[src/rtl/core/ppa_pkg.sv]
// ============================================================================
// ppa_pkg
// Shared types, Q30 angle constants and the arctangent table of the
// point-pair angle pipeline.
// ============================================================================
package ppa_pkg;

    // Datapath width of the rotation vector (guard scaling puts the input at bit 60)
    localparam int XW        = 64;
    localparam int GUARD_TOP = 60;

    // Angle accumulator: signed Q30 radians, covers -pi/2 .. 3*pi/2 and more
    localparam int ZW        = 35;
    localparam int Q30_FRAC  = 30;
    localparam int ATAN_W    = 30;
    localparam int OUT_W     = 16;

    localparam logic [ZW-1:0] Q30_PI            = 35'd3373259426;
    localparam logic [ZW-1:0] Q30_HALF_PI       = 35'd1686629713;
    localparam logic [ZW-1:0] Q30_THREE_HALF_PI = 35'd5059889139;
    localparam logic [ZW-1:0] Q30_TWO_PI        = 35'd6746518852;

    // Per-stage control that travels with each transaction
    typedef struct packed {
        logic valid;
        logic bypass;   // axis-aligned vector: angle already final, micro-rotations leave it unchanged
    } t_ctl;

    // atan(2^-idx) in Q30 radians, rounded to nearest
    function automatic logic [ATAN_W-1:0] atan_q30(input logic [4:0] idx);
        logic [ATAN_W-1:0] v;
        case (idx)
            5'd0:    v = 30'd843314857;
            5'd1:    v = 30'd497837829;
            5'd2:    v = 30'd263043837;
            5'd3:    v = 30'd133525159;
            5'd4:    v = 30'd67021687;
            5'd5:    v = 30'd33543516;
            5'd6:    v = 30'd16775851;
            5'd7:    v = 30'd8388437;
            5'd8:    v = 30'd4194283;
            5'd9:    v = 30'd2097149;
            5'd10:   v = 30'd1048576;
            5'd11:   v = 30'd524288;
            5'd12:   v = 30'd262144;
            5'd13:   v = 30'd131072;
            5'd14:   v = 30'd65536;
            5'd15:   v = 30'd32768;
            5'd16:   v = 30'd16384;
            5'd17:   v = 30'd8192;
            5'd18:   v = 30'd4096;
            5'd19:   v = 30'd2048;
            5'd20:   v = 30'd1024;
            5'd21:   v = 30'd512;
            5'd22:   v = 30'd256;
            5'd23:   v = 30'd128;
            5'd24:   v = 30'd64;
            5'd25:   v = 30'd32;
            5'd26:   v = 30'd16;
            5'd27:   v = 30'd8;
            5'd28:   v = 30'd4;
            5'd29:   v = 30'd2;
            5'd30:   v = 30'd1;
            default: v = 30'd0;
        endcase
        return v;
    endfunction

    // Half of one output step, in Q30
    function automatic logic [ZW-1:0] round_half(input int drop);
        return ZW'(1) << (drop - 1);
    endfunction

    // 2*pi rounded to the output step
    function automatic logic [ZW-1:0] two_pi_out(input int drop);
        logic [ZW-1:0] s;
        s = Q30_TWO_PI + round_half(drop);
        return s >> drop;
    endfunction

endpackage

[src/rtl/core/ppa_pre.sv]
// ============================================================================
// ppa_pre
// Front end: forms the coordinate differences, folds the left half-plane
// onto the right one and seeds the angle accumulator. Two register stages.
// ============================================================================
module ppa_pre import ppa_pkg::*; #(
    parameter int CW = 16
) (
    input  logic                 i_clk,
    input  logic                 i_rst_n,
    input  logic                 i_valid,
    output logic                 o_ready,
    input  logic signed [CW-1:0] i_first_x,
    input  logic signed [CW-1:0] i_first_y,
    input  logic signed [CW-1:0] i_second_x,
    input  logic signed [CW-1:0] i_second_y,
    output t_ctl                 o_ctl,
    input  logic                 i_ready,
    output logic signed [XW-1:0] o_x,
    output logic signed [XW-1:0] o_y,
    output logic signed [ZW-1:0] o_z
);

    localparam int GUARD = GUARD_TOP - CW;

    logic                 r_v1;
    logic signed [CW:0]   r_dx;
    logic signed [CW:0]   r_dy;
    logic                 w_rdy1;
    logic                 w_rdy2;

    t_ctl                 r_ctl;
    logic signed [XW-1:0] r_x;
    logic signed [XW-1:0] r_y;
    logic signed [ZW-1:0] r_z;

    logic signed [CW:0]   n_dx;
    logic signed [CW:0]   n_dy;
    logic signed [XW-1:0] w_dx_ext;
    logic signed [XW-1:0] w_dy_ext;
    logic                 w_dx_neg;
    logic                 w_dx_zero;
    logic                 w_dy_zero;
    t_ctl                 n_ctl;
    logic signed [XW-1:0] n_x;
    logic signed [XW-1:0] n_y;
    logic [ZW-1:0]        n_z;

    assign w_rdy2  = !r_ctl.valid || i_ready;
    assign w_rdy1  = !r_v1 || w_rdy2;
    assign o_ready = w_rdy1;

    // Stage 1: exact differences, one bit wider than the coordinates
    assign n_dx = {i_second_x[CW-1], i_second_x} - {i_first_x[CW-1], i_first_x};
    assign n_dy = {i_second_y[CW-1], i_second_y} - {i_first_y[CW-1], i_first_y};

    always_ff @(posedge i_clk) begin
        if (!i_rst_n) begin
            r_v1 <= 1'b0;
        end else if (w_rdy1) begin
            r_v1 <= i_valid;
        end
    end

    always_ff @(posedge i_clk) begin
        if (w_rdy1 && i_valid) begin
            r_dx <= n_dx;
            r_dy <= n_dy;
        end
    end

    // Stage 2: classify, rotate by pi when dx is negative, scale up
    always_comb begin
        w_dx_neg  = r_dx[CW];
        w_dx_zero = (r_dx == '0);
        w_dy_zero = (r_dy == '0);
        w_dx_ext  = {{(XW-CW-1){r_dx[CW]}}, r_dx};
        w_dy_ext  = {{(XW-CW-1){r_dy[CW]}}, r_dy};
        n_x       = (w_dx_neg ? -w_dx_ext : w_dx_ext) <<< GUARD;
        n_y       = (w_dx_neg ? -w_dy_ext : w_dy_ext) <<< GUARD;
        n_ctl.valid  = r_v1;
        n_ctl.bypass = w_dx_zero || w_dy_zero;
        if (w_dx_zero) begin
            n_z = r_dy[CW] ? Q30_THREE_HALF_PI : Q30_HALF_PI;
        end else if (w_dx_neg) begin
            n_z = Q30_PI;
        end else begin
            n_z = '0;
        end
    end

    always_ff @(posedge i_clk) begin
        if (!i_rst_n) begin
            r_ctl <= '0;
        end else if (w_rdy2) begin
            r_ctl <= n_ctl;
        end
    end

    always_ff @(posedge i_clk) begin
        if (w_rdy2 && r_v1) begin
            r_x <= n_x;
            r_y <= n_y;
            r_z <= $signed(n_z);
        end
    end

    assign o_ctl = r_ctl;
    assign o_x   = r_x;
    assign o_y   = r_y;
    assign o_z   = r_z;

endmodule

[config.mk]
export PLATFORM = sky130hd
export DESIGN_NAME = ppa_pre
export DESIGN_NICKNAME = d
export VERILOG_FILES = /design/src/rtl/core/ppa_pkg.sv /design/src/rtl/core/ppa_pre.sv
export SDC_FILE = /design/constraint.sdc
export NUM_CORES = 1
export LEC_CHECK = 0
export CAP_MARGIN = 10
export CORE_MARGIN = 4
export CORE_UTILIZATION = 56
export CTS_CLUSTER_SIZE = 28
export DETAILED_ROUTE_END_ITERATION = 8
export DONT_BUFFER_PORTS = 1
export HOLD_SLACK_MARGIN = 0.05
export PLACE_DENSITY = 0.72
export SKIP_CTS_REPAIR_TIMING = 1
export SLEW_MARGIN = 10
export SYNTH_ARGS = -nofsm -noshare
export SYNTH_HDL_FRONTEND = slang
export SYNTH_SLANG_ARGS = --single-unit
[constraint.sdc]
create_clock -name i_clk -period 9 [get_ports i_clk]
set_clock_uncertainty 0.05 [all_clocks]
set_input_delay 1.8 -clock i_clk [delete_from_list [all_inputs] [get_ports i_clk]]
set_output_delay 1.8 -clock i_clk [all_outputs]
set_load 0.005 [all_outputs]
==> results by group <==
Run status
  • Status: finished, final reports clean

STA
  • Final setup violation count: 0
  • Slew Viols, Final: 0
  • Slew HR: between 50% and 60%
  • Fin crit share: 46.9%
  • Worst hold margin: 0.440 ns
  • Maximum clock rate: 237 MHz
  • Worst slew pin tran: 0.625 ns
  • Final min period: around 4.2 ns
  • Setup TNS: 0 ns
  • Final Hold Fails: 0
  • Final worst setup slack: 4.78 ns
  • RSZ-0062 raised after global routing: no

Power
  • Pwr per Cell Area: approximately 170 mW/mm2
  • Design Power: 956 uW
  • Switching power: approximately 280 uW
  • Switching share of total power: 29.1%
  • Leak Pwr: 2.40 nW
  • Int Pwr: 678 uW
  • Register share of total power: between 50 and 60%
  • Worst vdd ir: 0.0000800 V
  • Power share of the clock group: 25.3%
  • Comb power frac: 20.1%

Clock network
  • CTS Buf Count: 9
  • CTS tree: done
  • H-tree lvl count: 3
  • Maximum root-to-sink buffer count: 2
  • Clock-pin slew on the worst setup and hold paths: 0.08 ns
  • Clk Latency, worst-skew pair: 0.34 ns
  • Root Buffer: clkbuf_8
  • CTS Sinks: 84

Synthesis
  • Post-synthesis sequential area ratio: 42.5%
  • Synth Instances: around 570
  • Number of synthesized flops with an enable pin: 81
  • Synth Flop Type: edfxtp_1
  • Yosys cell types: between 60 and 70
  • Yosys reg bits: 84
  • Ys async rst share: 0%
  • Mapped Area: 0.00586 mm2
  • Avg Cell Area, Syn: 10.3 um2
  • YS warnings: 0

Floorplan
  • Initial Utilization: 57.0%
  • Die ar.: 0.0122 mm2
  • Std cell rows: 37
  • Ports: ~230
  • Die W: 110 um
  • Chip height: 110 um
  • Core area: about 0.010 mm2

Worst setup path
  • Critical Path RT: 7.15 ns
  • Critical Path AT: 2.37 ns
  • CP Cell Sequence: nor2b_1 -> nand2_1
  • Crit-path max FO: 6
  • Crit path launch type: input port
  • WS Path Type: input port to primary output
  • WP buf/inv: 0
  • CP peak stage delay: 0.40 ns
  • Slowest CP cell: nor2b_1
  • Cell family with most CP delay: simple AND/OR/NAND/NOR gates
  • CP endpoint kind: primary output

Placed design
  • GP Congestion: roughly 0.85
  • DP Cell Count: 682
  • IO Port Bufs: 0
  • Pre-CTS setup slack: around 4.8 ns
  • Detailed-placement wirelength estimate: 8.20 mm

GRT
  • Global routing met2 resource utilization: about a quarter
  • Met3 usage: 3.03%
  • GRT Util Overall: between 10% and 20%
  • Top Usage Layer GRT: met2
  • Met1 Usage GRT: 21.9%
  • Initial antenna violation count: 0
  • Global-route wire length before repair: 15.4 mm
  • Vias in the first global route: 3233
  • Global route overflow: 0
  • Largest net degree at the start of global routing: 48

Detailed routing
  • Vias: 3541
  • TritonRoute pass-1 iters: 4
  • Remaining routing DRC violations: 0
  • Via density: 5.07
  • WL per Instance: 14.5 um
  • DRT antenna net count: 0
  • Routed wire length: 10.1 mm
  • DR iter-0 viols: 199

Job
  • Max-Cap Viols: 0

Final layout
  • Final Non-Filler Cells: 698
  • Antenna cells: 0
  • Layout net count: 663
  • Layout cells sized above 1: 6.05%
  • Area Overhead vs Synth: -2.48%

Min path
  • Min-Delay Path Class: register to register
## through the flow
step / cell area, um2 / util (%)
after floorplan: 6230 / -
after global placement: 5530 / 53.8
after detailed placement: 5530 / 53.8
after CTS: 5720 / 55.6
after global routing: 5720 / 55.6
final: 5720 / 55.6
## metal layers
layer / up-vias / part of all wire (%)
li1: 1753 / -
met1: 1608 / 45
met2: 173 / 47
met3: 7 / 7.9
met4: 0 / 1.0
met5: - / 0
## Yosys cell counts (2+ instances only)
master	count	area [um2]
clkbuf_1	5	18.8
buf_4	116	871
or4_4	3	33.8
nor3_1	7	35.0
and2_1	4	25.0
dfxtp_1	3	60.1
o21a_1	5	37.5
nand2_1	33	124
a21boi_1	2	15.0
edfxtp_1	81	2430
a311oi_1	2	17.5
nor2_1	21	78.8
a21oi_1	24	120
a21o_1	7	52.6
o2111ai_1	2	17.5
ha_1	36	450
mux2i_1	2	20.0
nand2b_1	6	37.5
a31oi_1	3	18.8
or4_1	3	22.5
and3_1	3	18.8
o21ai_0	29	145
xnor2_1	43	377
o31ai_1	10	75.1
nand4_1	4	25.0
nor2b_1	9	56.3
a21boi_0	4	30.0
inv_1	51	191
nand3_1	8	40.0
xor2_1	6	52.6
nor4_1	3	18.8
fa_1	2	40.0
## logic make-up (layout without fill, tap and decap cells)
group,Yosys count,in the layout,synth area share [%]
flip-flops,84,84,42.5
adder cells (fa/ha/maj),38,38,8.37
multiplexers,2,2,0.342
AND/OR/NAND/NOR,115,115,10.6
other,1,99,0.0640
XOR/XNOR,49,49,7.32
buffers and inverters,174,70,18.6
AO/OA/AOI/OAI,105,105,12.2
## flip-flops by register name (all words and copies together) (netlist names)
| register | count |
|---|---|
| r_v1 | 1 |
| o_x | 20 |
| r_dx | 17 |
| o_ctl | 2 |
| o_y | 20 |
| o_z | 7 |
| r_dy | 17 |
## power groups by stage
stage	Combinational [mW]	Sequential (mW)	Clock (mW)
floorplan	0.193	0.520	0
global placement	0.186	0.529	0
detailed placement	0.191	0.531	0
CTS	0.192	0.522	0.249
global route	0.220	0.527	0.267
finish	0.192	0.521	0.242
## cell usage in the layout, fill, tap and decap left out, types with 3 or more instances in the layout
| cell | synthesis | routed |
|---|---|---|
| and2_1 | 4 | 4 |
| xnor2_1 | 43 | 43 |
| or4_1 | 3 | 3 |
| nor2_1 | 21 | 21 |
| buf_4 | 116 | 3 |
| clkbuf_8 | 0 | 10 |
| o21ai_0 | 29 | 29 |
| nor3_1 | 7 | 7 |
| o31ai_1 | 10 | 10 |
| conb_1 | 1 | 99 |
| dfxtp_1 | 3 | 3 |
| inv_1 | 51 | 51 |
| a21boi_0 | 4 | 4 |
| or4_4 | 3 | 3 |
| clkinvlp_4 | 0 | 4 |
| xor2_1 | 6 | 6 |
| a31oi_1 | 3 | 3 |
| edfxtp_1 | 81 | 81 |
| nand4_1 | 4 | 4 |
| a21oi_1 | 24 | 24 |
| a21o_1 | 7 | 7 |
| nand2_1 | 33 | 33 |
| nand3_1 | 8 | 8 |
| o21a_1 | 5 | 5 |
| ha_1 | 36 | 36 |
| nor2b_1 | 9 | 8 |
| nand2b_1 | 6 | 6 |
| nor4_1 | 3 | 3 |
| and3_1 | 3 | 3 |
## path summary, 6_finish.rpt
path / startpoint / endpoint / slack [ns] / cells past startpoint
setup reg to reg: r_dx[0]$_DFFE_PP_ / o_z[30]$_DFFE_PP_ / 6.46 / 9
hold / removal: r_dx[0]$_DFFE_PP_ / o_x[44]$_DFFE_PP_ / 0.44 / 0
hold reg to reg: r_dx[0]$_DFFE_PP_ / o_x[44]$_DFFE_PP_ / 0.44 / 0
setup / recovery: i_ready / o_ready / 4.78 / 2
## final cells by class
cell class / count / area [um2]
Timing Repair Buffer: 3 / 22.5
Multi-Input combinational cell: 408 / 2660
Sequential cell: 84 / 2490
Inverter: 51 / 191
Fill cell: 937 / 4560
Clock inverter: 6 / 47.5
Clock buffer: 10 / 138
Tap cell: 136 / 170
(Power assumes the default switching activity.)
