$ cat src/rtl/core/ppa_pkg.sv
// ============================================================================
// ppa_pkg
// Shared types, Q30 angle constants and the arctangent table of the
// point-pair angle pipeline.
// ============================================================================
package ppa_pkg;

    // Datapath width of the rotation vector (guard scaling puts the input at bit 60)
    localparam int XW        = 64;
    localparam int GUARD_TOP = 60;

    // Angle accumulator: signed Q30 radians, covers -pi/2 .. 3*pi/2 and more
    localparam int ZW        = 35;
    localparam int Q30_FRAC  = 30;
    localparam int ATAN_W    = 30;
    localparam int OUT_W     = 16;

    localparam logic [ZW-1:0] Q30_PI            = 35'd3373259426;
    localparam logic [ZW-1:0] Q30_HALF_PI       = 35'd1686629713;
    localparam logic [ZW-1:0] Q30_THREE_HALF_PI = 35'd5059889139;
    localparam logic [ZW-1:0] Q30_TWO_PI        = 35'd6746518852;

    // Per-stage control that travels with each transaction
    typedef struct packed {
        logic valid;
        logic bypass;   // axis-aligned vector: angle already final, micro-rotations leave it unchanged
    } t_ctl;

    // atan(2^-idx) in Q30 radians, rounded to nearest
    function automatic logic [ATAN_W-1:0] atan_q30(input logic [4:0] idx);
        logic [ATAN_W-1:0] v;
        case (idx)
            5'd0:    v = 30'd843314857;
            5'd1:    v = 30'd497837829;
            5'd2:    v = 30'd263043837;
            5'd3:    v = 30'd133525159;
            5'd4:    v = 30'd67021687;
            5'd5:    v = 30'd33543516;
            5'd6:    v = 30'd16775851;
            5'd7:    v = 30'd8388437;
            5'd8:    v = 30'd4194283;
            5'd9:    v = 30'd2097149;
            5'd10:   v = 30'd1048576;
            5'd11:   v = 30'd524288;
            5'd12:   v = 30'd262144;
            5'd13:   v = 30'd131072;
            5'd14:   v = 30'd65536;
            5'd15:   v = 30'd32768;
            5'd16:   v = 30'd16384;
            5'd17:   v = 30'd8192;
            5'd18:   v = 30'd4096;
            5'd19:   v = 30'd2048;
            5'd20:   v = 30'd1024;
            5'd21:   v = 30'd512;
            5'd22:   v = 30'd256;
            5'd23:   v = 30'd128;
            5'd24:   v = 30'd64;
            5'd25:   v = 30'd32;
            5'd26:   v = 30'd16;
            5'd27:   v = 30'd8;
            5'd28:   v = 30'd4;
            5'd29:   v = 30'd2;
            5'd30:   v = 30'd1;
            default: v = 30'd0;
        endcase
        return v;
    endfunction

    // Half of one output step, in Q30
    function automatic logic [ZW-1:0] round_half(input int drop);
        return ZW'(1) << (drop - 1);
    endfunction

    // 2*pi rounded to the output step
    function automatic logic [ZW-1:0] two_pi_out(input int drop);
        logic [ZW-1:0] s;
        s = Q30_TWO_PI + round_half(drop);
        return s >> drop;
    endfunction

endpackage

$ cat src/rtl/core/ppa_post.sv
// ============================================================================
// ppa_post
// Back end: wraps the Q30 angle into [0, 2*pi) and rounds it to the output
// step. Two register stages, the second being the output register.
// ============================================================================
module ppa_post import ppa_pkg::*; #(
    parameter int FRAC = 13
) (
    input  logic                 i_clk,
    input  logic                 i_rst_n,
    input  t_ctl                 i_ctl,
    output logic                 o_ready,
    input  logic signed [ZW-1:0] i_z,
    output logic                 o_valid,
    input  logic                 i_ready,
    output logic [OUT_W-1:0]     o_angle
);

    localparam int            DROP = Q30_FRAC - FRAC;
    localparam logic [ZW-1:0] HALF = round_half(DROP);
    localparam logic [ZW-1:0] TPO  = two_pi_out(DROP);
    localparam logic [ZW-1:0] WRAP = Q30_TWO_PI + HALF;

    logic             r_va;
    logic [ZW-1:0]    r_a;
    logic             r_vb;
    logic [OUT_W-1:0] r_angle;
    logic             w_rdy_a;
    logic             w_rdy_b;
    logic [ZW-1:0]    n_a;
    logic [ZW-1:0]    w_sh;
    logic [ZW-1:0]    w_wr;

    assign w_rdy_b = !r_vb || i_ready;
    assign w_rdy_a = !r_va || w_rdy_b;
    assign o_ready = w_rdy_a;

    // Stage A: lift negative angles by 2*pi and add the rounding half step
    assign n_a = $unsigned(i_z) + (i_z[ZW-1] ? WRAP : HALF);

    always_ff @(posedge i_clk) begin
        if (!i_rst_n) begin
            r_va <= 1'b0;
        end else if (w_rdy_a) begin
            r_va <= i_ctl.valid;
        end
    end

    always_ff @(posedge i_clk) begin
        if (w_rdy_a && i_ctl.valid) begin
            r_a <= n_a;
        end
    end

    // Stage B: drop fraction bits, fold a full turn back to zero
    always_comb begin
        w_sh = r_a >> DROP;
        w_wr = (w_sh >= TPO) ? w_sh - TPO : w_sh;
    end

    always_ff @(posedge i_clk) begin
        if (!i_rst_n) begin
            r_vb <= 1'b0;
        end else if (w_rdy_b) begin
            r_vb <= r_va;
        end
    end

    always_ff @(posedge i_clk) begin
        if (w_rdy_b && r_va) begin
            r_angle <= w_wr[OUT_W-1:0];
        end
    end

    assign o_valid = r_vb;
    assign o_angle = r_angle;

endmodule

$ cat config.mk
export PLATFORM = sky130hd
export DESIGN_NAME = ppa_post
export DESIGN_NICKNAME = d
export VERILOG_FILES = /design/src/rtl/core/ppa_pkg.sv /design/src/rtl/core/ppa_post.sv
export SDC_FILE = /design/constraint.sdc
export NUM_CORES = 1
export LEC_CHECK = 0
export ABC_AREA = 1
export BUFFER_PORTS_ARGS = -buffer_cell sky130_fd_sc_hd__buf_4
export CORE_MARGIN = 2
export CORE_UTILIZATION = 50
export CTS_CLUSTER_DIAMETER = 150
export DETAILED_ROUTE_END_ITERATION = 8
export GPL_TIMING_DRIVEN = 0
export MAX_ROUTING_LAYER = met4
export PLACE_DENSITY = 0.72
export SLEW_MARGIN = 40
export SYNTH_ARGS = -nofsm -noshare
export SYNTH_HDL_FRONTEND = slang
export SYNTH_SLANG_ARGS = --single-unit
$ cat constraint.sdc
create_clock -name i_clk -period 4.4 [get_ports i_clk]
set_input_delay 0.22 -clock i_clk [delete_from_list [all_inputs] [get_ports i_clk]]
set_output_delay 0.22 -clock i_clk [all_outputs]
set_load 0.02 [all_outputs]
==> impl_results.md, run 1 <==
* Status: finished clean
* Slowest Stage Delay on Critical Path at 450 ps
* Chip width at 83.77 um
* First-pass GRT wire length at 13190 um
* Full die area at 7017 um^2
* Drt wl/cell at 12.19 um
* Sequential fraction of the synthesis area at 0.3335
* CP delay by family, top: simple AND/OR/NAND/NOR gates
* Reg clk slew, reported paths at 70 ps
* Top FF cell, synth: edfxtp_1
* Synth warn at 0
* Grt total ovfl at 0
* Syn_area_per_cell at 6.480 um^2
* Final hold violation count at 0
* Vias at 3131
* Synthesized instance count at 491
* RSZ-0062 raised after global routing: no
* Final net count at 606
* Diodes inserted at 0
* Mapped Area at 3182 um^2
* Period utilization at 0.4523
* FFs w/ async S/R, synth at 0
* Fin util at 0.6093
* Ports at 58
* Area Overhead vs Synth at 19.50%
* Starting DRT DRC Count at 105
* Setup crit end kind: register
* CTS Hold Bufs at 0
* Final TNS setup at 0 ps
* Cell area power density at 257.4 nW/um^2
* Post-synthesis mux area share at 0
* Number of fillers in the final layout at 623
* Post-synth EDFFs at 34
* Final slew viol count at 0
* WP buf/inv at 2
* CTS tree: done
* Synth Area in Compound Gates at 0.08101
* Core region area at 6241 um^2
* Critical path arrival at 2020 ps
* Pin count of the biggest net entering global routing at 19
* Clk sinks at 36
* Vias in the first global route at 2974
* Final setup fails at 0
* Crit path cell chain: inv_1 -> ha_1 -> nand3_2 -> nand2_1 -> nand2_1 -> nand3_2 -> nand3_2 -> buf_6 -> nand2_1 -> nand2_1
* Number of max-cap violations at 0
* Clock Tree Buf Depth at 2
* Fmax at 0.5024 GHz
* Synth Area in XOR/XNOR at 0.02202
* Input/output buffers at 54
* # DRC at 0
* Starting Density at 0.5098
* Final HPWL from detailed placement at 6572 um
* Layout cells sized above 1 at 0.1555
* Hold/Removal Path Class: in2reg
* Fin crit period at 1990 ps
* Startpoint types: register
* Simple-Gate Fraction of Synth Area at 0.4023
* Worst-path fanout max at 10
* Die Ht at 83.77 um
* Crit Path Category: reg2reg
* Slew margin rel. at 0.5660
* Skew final at 7.600 ps
* Synth Register Bits at 36
* DRT antenna net count at 0
* TritonCTS Buffers at 5
* Synth Area in Adders at 0.05505
* Standard-cell rows at 29
* Pleak at 0.001974 uW
* # Post-CTS Setup Buffers at 0
* CP required at 4430 ps
* Mapped Nets at 545
* Slowest cell on the critical path: edfxtp_1
* Total Routing Usage GR at 0.2353
* Most frequent CP cell: nand2_1
* Main combinational cell family by area after synthesis: simple AND/OR/NAND/NOR gates
* Cts repair resizes at 0
* Root Driver: clkbuf_8
* VDD IR-drop max at 217.9 uV
* Worst-margin pin slew at 650.3 ps
* Drt total wl at 7680 um
* Gpl congestion at 0.9252
* Synth unique cells at 28
* Initial antenna violation count at 0
* Vias per cell at 4.970
* DRT Pass-1 Iters at 5
* Clk_lat worst skew at 280 ps
* H-tree Lvls at 2
## layout make-up
class,instances,area (um^2),area share
Sequential cell,36,1061,0.2790
Inverter,82,307.8,0.08095
Tap cell,77,96.34,0.02534
Clock buffer,6,72.57,0.01909
Clock inverter,2,35.03,0.009214
Multi-Input combinational cell,370,1794,0.4719
Timing Repair Buffer,54,405.4,0.1066
Buffer,3,30.03,0.007897
## final timing paths
path                start    endpoint  slack, ps  cells past startpoint
hold / removal    i_rst_n        r_va        190                      3
setup / recovery  r_a[21]  o_angle[4]       2410                     10
setup reg to reg  r_a[21]  o_angle[4]       2410                     10
hold reg to reg   r_a[20]  o_angle[3]        450                      0
## synthesized netlist by cell type, types with 2 or more instances
cell type  count  area (um^2)
nand2_1      192        720.7
inv_1         78        292.8
nor2_1        53        198.9
edfxtp_1      34         1021
nand3_1       27        135.1
a21oi_1       17        85.08
o21ai_0       15        75.07
ha_1          14        175.2
nand4_1        8        50.05
xor2_1         8        70.07
nor3_1         7        35.03
o21ai_2        7        61.31
and2_1         5        31.28
inv_2          4        15.01
nand3_2        4        40.04
buf_6          2        22.52
dfxtp_1        2        40.04
nor2_4         2        22.52
nor3_2         2        20.02
o21bai_1       2        15.01
## kinds of logic (layout without fill, tap and decap cells)
group	after synthesis	in the layout
flops	36	36
compound gates	44	44
xor+xnor	8	8
simple gates	304	304
buf+inv	85	147
fa+ha+maj	14	14
## placed cells by master, fill, tap and decap left out, types with 4 or more instances in the layout
cell type and instances:
o21ai_2 7, inv_2 4, nand3_2 4, buf_4 55
nor2_1 53, nand3_1 27, inv_1 78, nand4_1 8
clkbuf_8 5, ha_1 14, xor2_1 8, nor3_1 7
nand2_1 192, a21oi_1 16, and2_1 5, edfxtp_1 34
o21ai_0 15
## metrics by stage
| step | total power, uW | area, um^2 | instances | setup slack, ps | hold slack (ps) |
|---|---|---|---|---|---|
| 3_3_place_gp | 696.6 | 3684 | 622 | 2318 | 438.6 |
| 2_1_floorplan | 608.3 | 3182 | 491 | 2733 | 351.6 |
| 6_report | 978.7 | 3802 | 630 | 2410 | 187.2 |
| 5_1_grt | 1038 | 3802 | 630 | 2265 | 193.1 |
| 3_5_place_dp | 704.4 | 3687 | 622 | 2275 | 442.8 |
| 4_1_cts | 983.0 | 3795 | 630 | 2412 | 176.1 |
## metal layers
| layer | share of wire | up-vias | global-route usage |
|---|---|---|---|
| met1 | 0.43 | 1385 | 0.2777 |
| met2 | 0.52 | 65 | 0.4284 |
| met4 | 0.014 | 0 | 0.06158 |
| met3 | 0.038 | 8 | 0.02275 |
| li1 | - | 1673 | - |
| met5 | 0 | - | - |
## registers in the layout, indices dropped and copies added (netlist names)
name,flops
o_angle,16
o_valid,1
r_a,18
r_va,1
## report_power, final
group          switching (uW)  total (uW)  internal [uW]
clock network             113         281            168
logic                     167         271            104
registers                15.7         427            411
## tightest hold or removal path, stage by stage
cell and delay (ps):
buf_4 70, inv_1 40, a21oi_1 100
(Power assumes the default switching activity.)
==> run 2, diff against run 1 <==
--- a/config.mk
+++ b/config.mk
@@ -5,15 +5,15 @@
 export SDC_FILE = /design/constraint.sdc
 export NUM_CORES = 1
 export LEC_CHECK = 0
-export ABC_AREA = 1
+export ABC_AREA = 0
 export BUFFER_PORTS_ARGS = -buffer_cell sky130_fd_sc_hd__buf_4
 export CORE_MARGIN = 2
-export CORE_UTILIZATION = 50
+export CORE_UTILIZATION = 47
 export CTS_CLUSTER_DIAMETER = 150
 export DETAILED_ROUTE_END_ITERATION = 8
 export GPL_TIMING_DRIVEN = 0
 export MAX_ROUTING_LAYER = met4
-export PLACE_DENSITY = 0.72
+export PLACE_DENSITY = 0.75
 export SLEW_MARGIN = 40
 export SYNTH_ARGS = -nofsm -noshare
 export SYNTH_HDL_FRONTEND = slang
==> constraint.sdc (replaced) <==
create_clock -name i_clk -period 1.7 [get_ports i_clk]
set_input_delay 0.085 -clock i_clk [delete_from_list [all_inputs] [get_ports i_clk]]
set_output_delay 0.085 -clock i_clk [all_outputs]
set_load 0.02 [all_outputs]
==> impl_results.md, run 2 <==
* Synthesized instance count at 178
* Slew margin rel. at 0.5113
* Syn_area_per_cell at 11.59 um^2
* CP delay by family, top: compound AO/OA/AOI/OAI gates
* Core region area at 4294 um^2
* Synth warn at 0
* Slowest cell on the critical path: edfxtp_1
* Hold/Removal Path Class: in2reg
* Synth Area in Compound Gates at 0.1401
* Share of power burned in combinational logic at 0.242
* FFs w/ async S/R, synth at 0
* Max reg flops at 18
* Initial antenna violation count at 0
* Clock Power Share at 0.249
* Internal Pwr Total at 1638 uW
* Grt total ovfl at 0
* Setup slack after layout at -629.7 ps
* Fin crit period at 2330 ps
* Area Overhead vs Synth at 46.21%
* Starting Density at 0.4805
* Design Area, Final at 3017 um^2
* Hold Slack at 28.78 ps
* Slowest Stage Delay on Critical Path at 400 ps
* Top FF cell, synth: edfxtp_1
* First-pass GRT wire length at 6334 um
* Cells on Worst Hold Path at 2
* H-tree Lvls at 2
* Input/output buffers at 54
* Final slew viol count at 0
* Drt total wl at 4031 um
* Synth Area in Adders at 0.08490
* Reg clk slew, reported paths at 60 ps
* CP required at 1710 ps
* Full die area at 4936 um^2
* DRT Pass-1 Iters at 4
* WP buf/inv at 2
* R2R cell count at 9
* Worst-margin pin slew at 729.7 ps
* Synth Area in XOR/XNOR at 0.1061
* Simple-Gate Fraction of Synth Area at 0.1401
* Status: finished, violations left
* Most common cell after layout, fill and taps aside: buf_4
* Starting DRT DRC Count at 147
* Chip width at 70.26 um
* Total Routing Usage GR at 0.1671
* Sequential share of power at 0.508
* Vias in the first global route at 1550
* Pin count of the biggest net entering global routing at 19
* VDD IR-drop max at 399.2 uV
* Mapped Area at 2063 um^2
* Synth area leaders: edfxtp_1 (49%), xnor2_1 (9.8%), ha_1 (8.5%), a21oi_1 (2.2%), nand2_1 (2.2%)
* Worst-path fanout max at 5
* Standard-cell rows at 24
* Diodes inserted at 0
* RSZ-0062 raised after global routing: yes
* Post-synth EDFFs at 34
* Clock Tree Buf Depth at 2
* Synth Register Bits at 36
* Reg-to-reg slack, setup at -630 ps
* Post-synthesis mux area share at 0
* # DRC at 0
* Root Driver: clkbuf_8
* Number of max-cap violations at 0
* Post-synth top area cell: edfxtp_1
* Top reg by flops: r_a
* Crit Path Category: reg2reg
* Clk sinks at 36
* Ports at 58
* Startpoint types: register
* Critical path arrival at 2340 ps
* Switching Share at 0.2608
* Hold path endpoint: r_va
* Top post-synthesis cells by count: edfxtp_1 (34), xnor2_1 (23), ha_1 (14), nand2_1 (12), nor2_1 (11)
* Hold Crit Start: i_rst_n
* Synth unique cells at 41
* Sequential fraction of the synthesis area at 0.5143
* Most frequent cells in the layout: buf_4 (64), edfxtp_1 (34), xnor2_1 (23)
* DP Area at 2639 um^2
* Cell area power density at 734.7 nW/um^2
* DRT antenna net count at 0
* Top sig layer: met4
* CTS tree: done
* Mapped Nets at 232
* Most used standard cell by instance count after synthesis: edfxtp_1
* Crit path cell chain: inv_2 -> ha_4 -> or3b_4 -> a211o_1 -> a2111oi_4 -> o21ai_2 -> buf_6 -> a21oi_2 -> a31oi_1
* Drt wl/cell at 13.17 um
* TritonCTS Buffers at 5
* Gpl congestion at 0.8535
* Worst R2R End: o_angle[12]
* Wl on met1 at 1599 um
* Main combinational cell family by area after synthesis: compound AO/OA/AOI/OAI gates
* Die Ht at 70.26 um
* Setup crit end kind: register
* Final net count at 307
* Final HPWL from detailed placement at 2901 um
* Vias at 1641
* Skew final at 5.438 ps
* Final hold violation count at 0
* Pleak at 0.001157 uW
* WL met3 at 214 um
* Critical R2R Launch: r_a[22]
* Switching pwr at 578.0 uW
* Failing checks: negative setup slack
* Final setup fails at 12
* Period utilization at 1.370
* Met2 WL post-DR at 2031 um
* Fmax at 0.4292 GHz
* Synth top area share at 0.4948
* Clk_lat worst skew at 280 ps
* Layout cells sized above 1 at 0.4370
* Vias per cell at 5.363
* CTS Hold Bufs at 0
## run 2: timing repair
item                       in CTS  in global routing
pin swaps                       3                  9
gates resized for setup         8                 18
gates cloned                    1                  1
setup endpoints to repair      21                 22
setup buffers                   9                  3
## run 2: area by class of cell
class | count | area (um^2)
Buffer | 1 | 11.26
Clock buffer | 7 | 76.32
Clock inverter | 1 | 5.005
Fill cell | 311 | 1277
Inverter | 5 | 31.28
Multi-Input combinational cell | 136 | 1217
Sequential cell | 36 | 1061
Tap cell | 52 | 65.06
Timing Repair Buffer | 68 | 549.3
## run 2: worst max path at each step
stage,start,endpoint,slack (ps),depth (start not counted)
floorplan,r_a[21],o_angle[12],-590,9
global placement,r_a[21],o_angle[12],-700,9
detailed placement,r_a[21],o_angle[12],-760,9
CTS,r_a[21],o_angle[12],-660,9
global route,r_a[22],o_angle[12],-740,9
finish,r_a[22],o_angle[12],-630,9
## run 2: kinds of logic (layout without fill, tap and decap cells)
logic type | count (synthesis) | after routing
xor+xnor | 25 | 25
buf+inv | 6 | 82
fa+ha+maj | 14 | 14
compound gates | 42 | 42
simple gates | 55 | 55
flops | 36 | 36
## run 2: metal layers
layer  vias up  track usage
met5         -            -
met4         0       0.1047
met3        17      0.03175
met2        62       0.2862
met1       731       0.1759
li1        831            -
## run 2: power groups by stage
stage          clock, uW  sequential [uW]  combinational (uW)
2_1_floorplan          0             1170                 251
3_3_place_gp           0             1140                 447
3_5_place_dp           0             1140                 459
4_1_cts              565             1120                 492
5_1_grt              602             1140                 588
6_report             552             1130                 537
## run 2: stage by stage
stage | total power [uW] | std cells | TNS (ps) | worst slack (ps) | util
after floorplan | 1419 | 178 | -6228 | -593.0 | -
after global placement | 1585 | 284 | -13950 | -697.3 | 0.6139
after detailed placement | 1601 | 284 | -13290 | -757.5 | 0.6145
after CTS | 2177 | 302 | -7417 | -662.6 | 0.6617
after global routing | 2326 | 306 | -8457 | -742.8 | 0.7025
final | 2216 | 306 | -7094 | -629.7 | 0.7025
==> run 3, diff against run 2 <==
--- a/config.mk
+++ b/config.mk
@@ -8,12 +8,12 @@
 export ABC_AREA = 0
 export BUFFER_PORTS_ARGS = -buffer_cell sky130_fd_sc_hd__buf_4
 export CORE_MARGIN = 2
-export CORE_UTILIZATION = 47
+export CORE_UTILIZATION = 45
 export CTS_CLUSTER_DIAMETER = 150
 export DETAILED_ROUTE_END_ITERATION = 8
 export GPL_TIMING_DRIVEN = 0
 export MAX_ROUTING_LAYER = met4
-export PLACE_DENSITY = 0.75
+export PLACE_DENSITY = 0.72
 export SLEW_MARGIN = 40
 export SYNTH_ARGS = -nofsm -noshare
 export SYNTH_HDL_FRONTEND = slang
==> impl_results.md, run 3 (synthesized netlist as in run 2, its figures left out) <==
* Starting DRT DRC Count at 38
* Hold path endpoint: r_va
* Number of max-cap violations at 0
* CTS tree: done
* Initial antenna violation count at 0
* Final slew viol count at 0
* DRT antenna net count at 0
* Slew margin rel. at 0.5132
* Clk_lat worst skew at 290 ps
* Grt total ovfl at 0
* Chip width at 71.71 um
* Pin count of the biggest net entering global routing at 19
* Clk sinks at 36
* First-pass GRT wire length at 6382 um
* Slowest cell on the critical path: edfxtp_1
* Vias in the first global route at 1515
* Full die area at 5142 um^2
* Worst R2R End: o_angle[12]
* RSZ-0062 raised after global routing: yes
* Vias per cell at 5.198
* Final setup fails at 12
* Final HPWL from detailed placement at 2901 um
* Gpl congestion at 0.8420
* Critical R2R Launch: r_a[21]
* Final TNS setup at -7340 ps
* Hold Crit Start: i_ctl[1]
* Number of fillers in the final layout at 340
* Cell area power density at 728.5 nW/um^2
* Worst-margin pin slew at 726.9 ps
* Reg clk slew, reported paths at 60 ps
* Root Driver: clkbuf_8
* Critical path arrival at 2380 ps
* Starting Density at 0.4706
* R2R cell count at 9
* Fin crit period at 2364 ps
* Vias at 1601
* Layout cells sized above 1 at 0.4609
* Worst-path fanout max at 5
* Final hold violation count at 0
* Cells on Worst Hold Path at 3
* Die Ht at 71.71 um
* Startpoint types: register
* Design Area, Final at 3057 um^2
* Area Overhead vs Synth at 48.15%
* Failing checks: negative setup slack
* Fmax at 0.4230 GHz
* Slowest Stage Delay on Critical Path at 420 ps
* DRT Pass-1 Iters at 4
* Period utilization at 1.391
* Setup slack after layout at -664.2 ps
* TritonCTS Buffers at 5
* Setup crit end kind: register
* Core region area at 4384 um^2
* Ports at 58
* Max reg flops at 18
* # DRC at 0
* Input/output buffers at 54
* Crit Path Category: reg2reg
* H-tree Lvls at 2
* Pleak at 0.001170 uW
* Drt wl/cell at 12.87 um
* Reg-to-reg slack, setup at -660 ps
* CP required at 1720 ps
* Drt total wl at 3963 um
* Most common cell after layout, fill and taps aside: buf_4
* Hold Slack at 71.97 ps
* DP Area at 2639 um^2
* Final net count at 309
* Hold/Removal Path Class: in2reg
* Diodes inserted at 0
* Total Routing Usage GR at 0.1627
* VDD IR-drop max at 343.2 uV
* Top reg by flops: r_a
* Skew final at 4.132 ps
* Status: finished, violations left
* Clock Tree Buf Depth at 2
* Standard-cell rows at 24
* Most frequent cells in the layout: buf_4 (65), edfxtp_1 (34), xnor2_1 (21)
* Crit path cell chain: inv_2 -> ha_4 -> or3b_4 -> a211o_1 -> a2111oi_4 -> o21ai_2 -> buf_6 -> a21oi_2 -> a31oi_1
## run 3: final cells by class
type | instances | area (um^2) | area share
Multi-Input combinational cell | 136 | 1239 | 0.4052
Sequential cell | 36 | 1061 | 0.3471
Timing Repair Buffer | 70 | 566.8 | 0.1854
Clock buffer | 5 | 68.82 | 0.02251
Tap cell | 52 | 65.06 | 0.02129
Inverter | 5 | 31.28 | 0.01023
Clock inverter | 3 | 13.76 | 0.004503
Buffer | 1 | 11.26 | 0.003684
## run 3: power breakdown
part	internal [uW]	total, uW	switching (uW)
registers	1070	1130	56.2
logic	288	546	258
clock network	277	552	275
total	1640	2230	589
## run 3: how the worst max path moves through the flow
| stage | from | end |
|---|---|---|
| 2_1_floorplan | r_a[21] | o_angle[12] |
| 3_3_place_gp | r_a[21] | o_angle[12] |
| 3_5_place_dp | r_a[21] | o_angle[12] |
| 4_1_cts | r_a[22] | o_angle[12] |
| 5_1_grt | r_a[21] | o_angle[12] |
| 6_report | r_a[21] | o_angle[12] |
## run 3: what timing repair did
item | in CTS | in global routing
pin swaps | 3 | 16
resized for setup | 6 | 26
hold buffers | 0 | 1
cloned | 1 | 1
endpoints found under the hold margin | 0 | 1
setup endpoints to repair | 24 | 21
buffers inserted | 9 | 5
## run 3: worst max-delay path, delay by kind of cell, from the launching register on
kind | cells | cell delay [ps]
simple gates | 1 | 380
fa+ha+maj | 1 | 130
buf+inv | 2 | 250
flops | 1 | 420
compound gates | 5 | 910
## run 3: metal layers
layer,vias to the layer above,global-route usage,share of wire,routed length (um)
met5,-,-,0,0
met4,0,0.07547,0.018,73
li1,832,-,-,-
met1,711,0.1812,0.43,1702
met3,7,0.03376,0.046,184
met2,51,0.2788,0.51,2003
## run 3: stage by stage
stage | utilization | instances | power [uW] | worst slack [ps]
after floorplan | - | 178 | 1419 | -593.0
after global placement | 0.6013 | 284 | 1588 | -701.7
after detailed placement | 0.6019 | 284 | 1601 | -730.7
after CTS | 0.6464 | 302 | 2176 | -668.8
after global routing | 0.6972 | 308 | 2340 | -767.1
final | 0.6972 | 308 | 2227 | -664.2
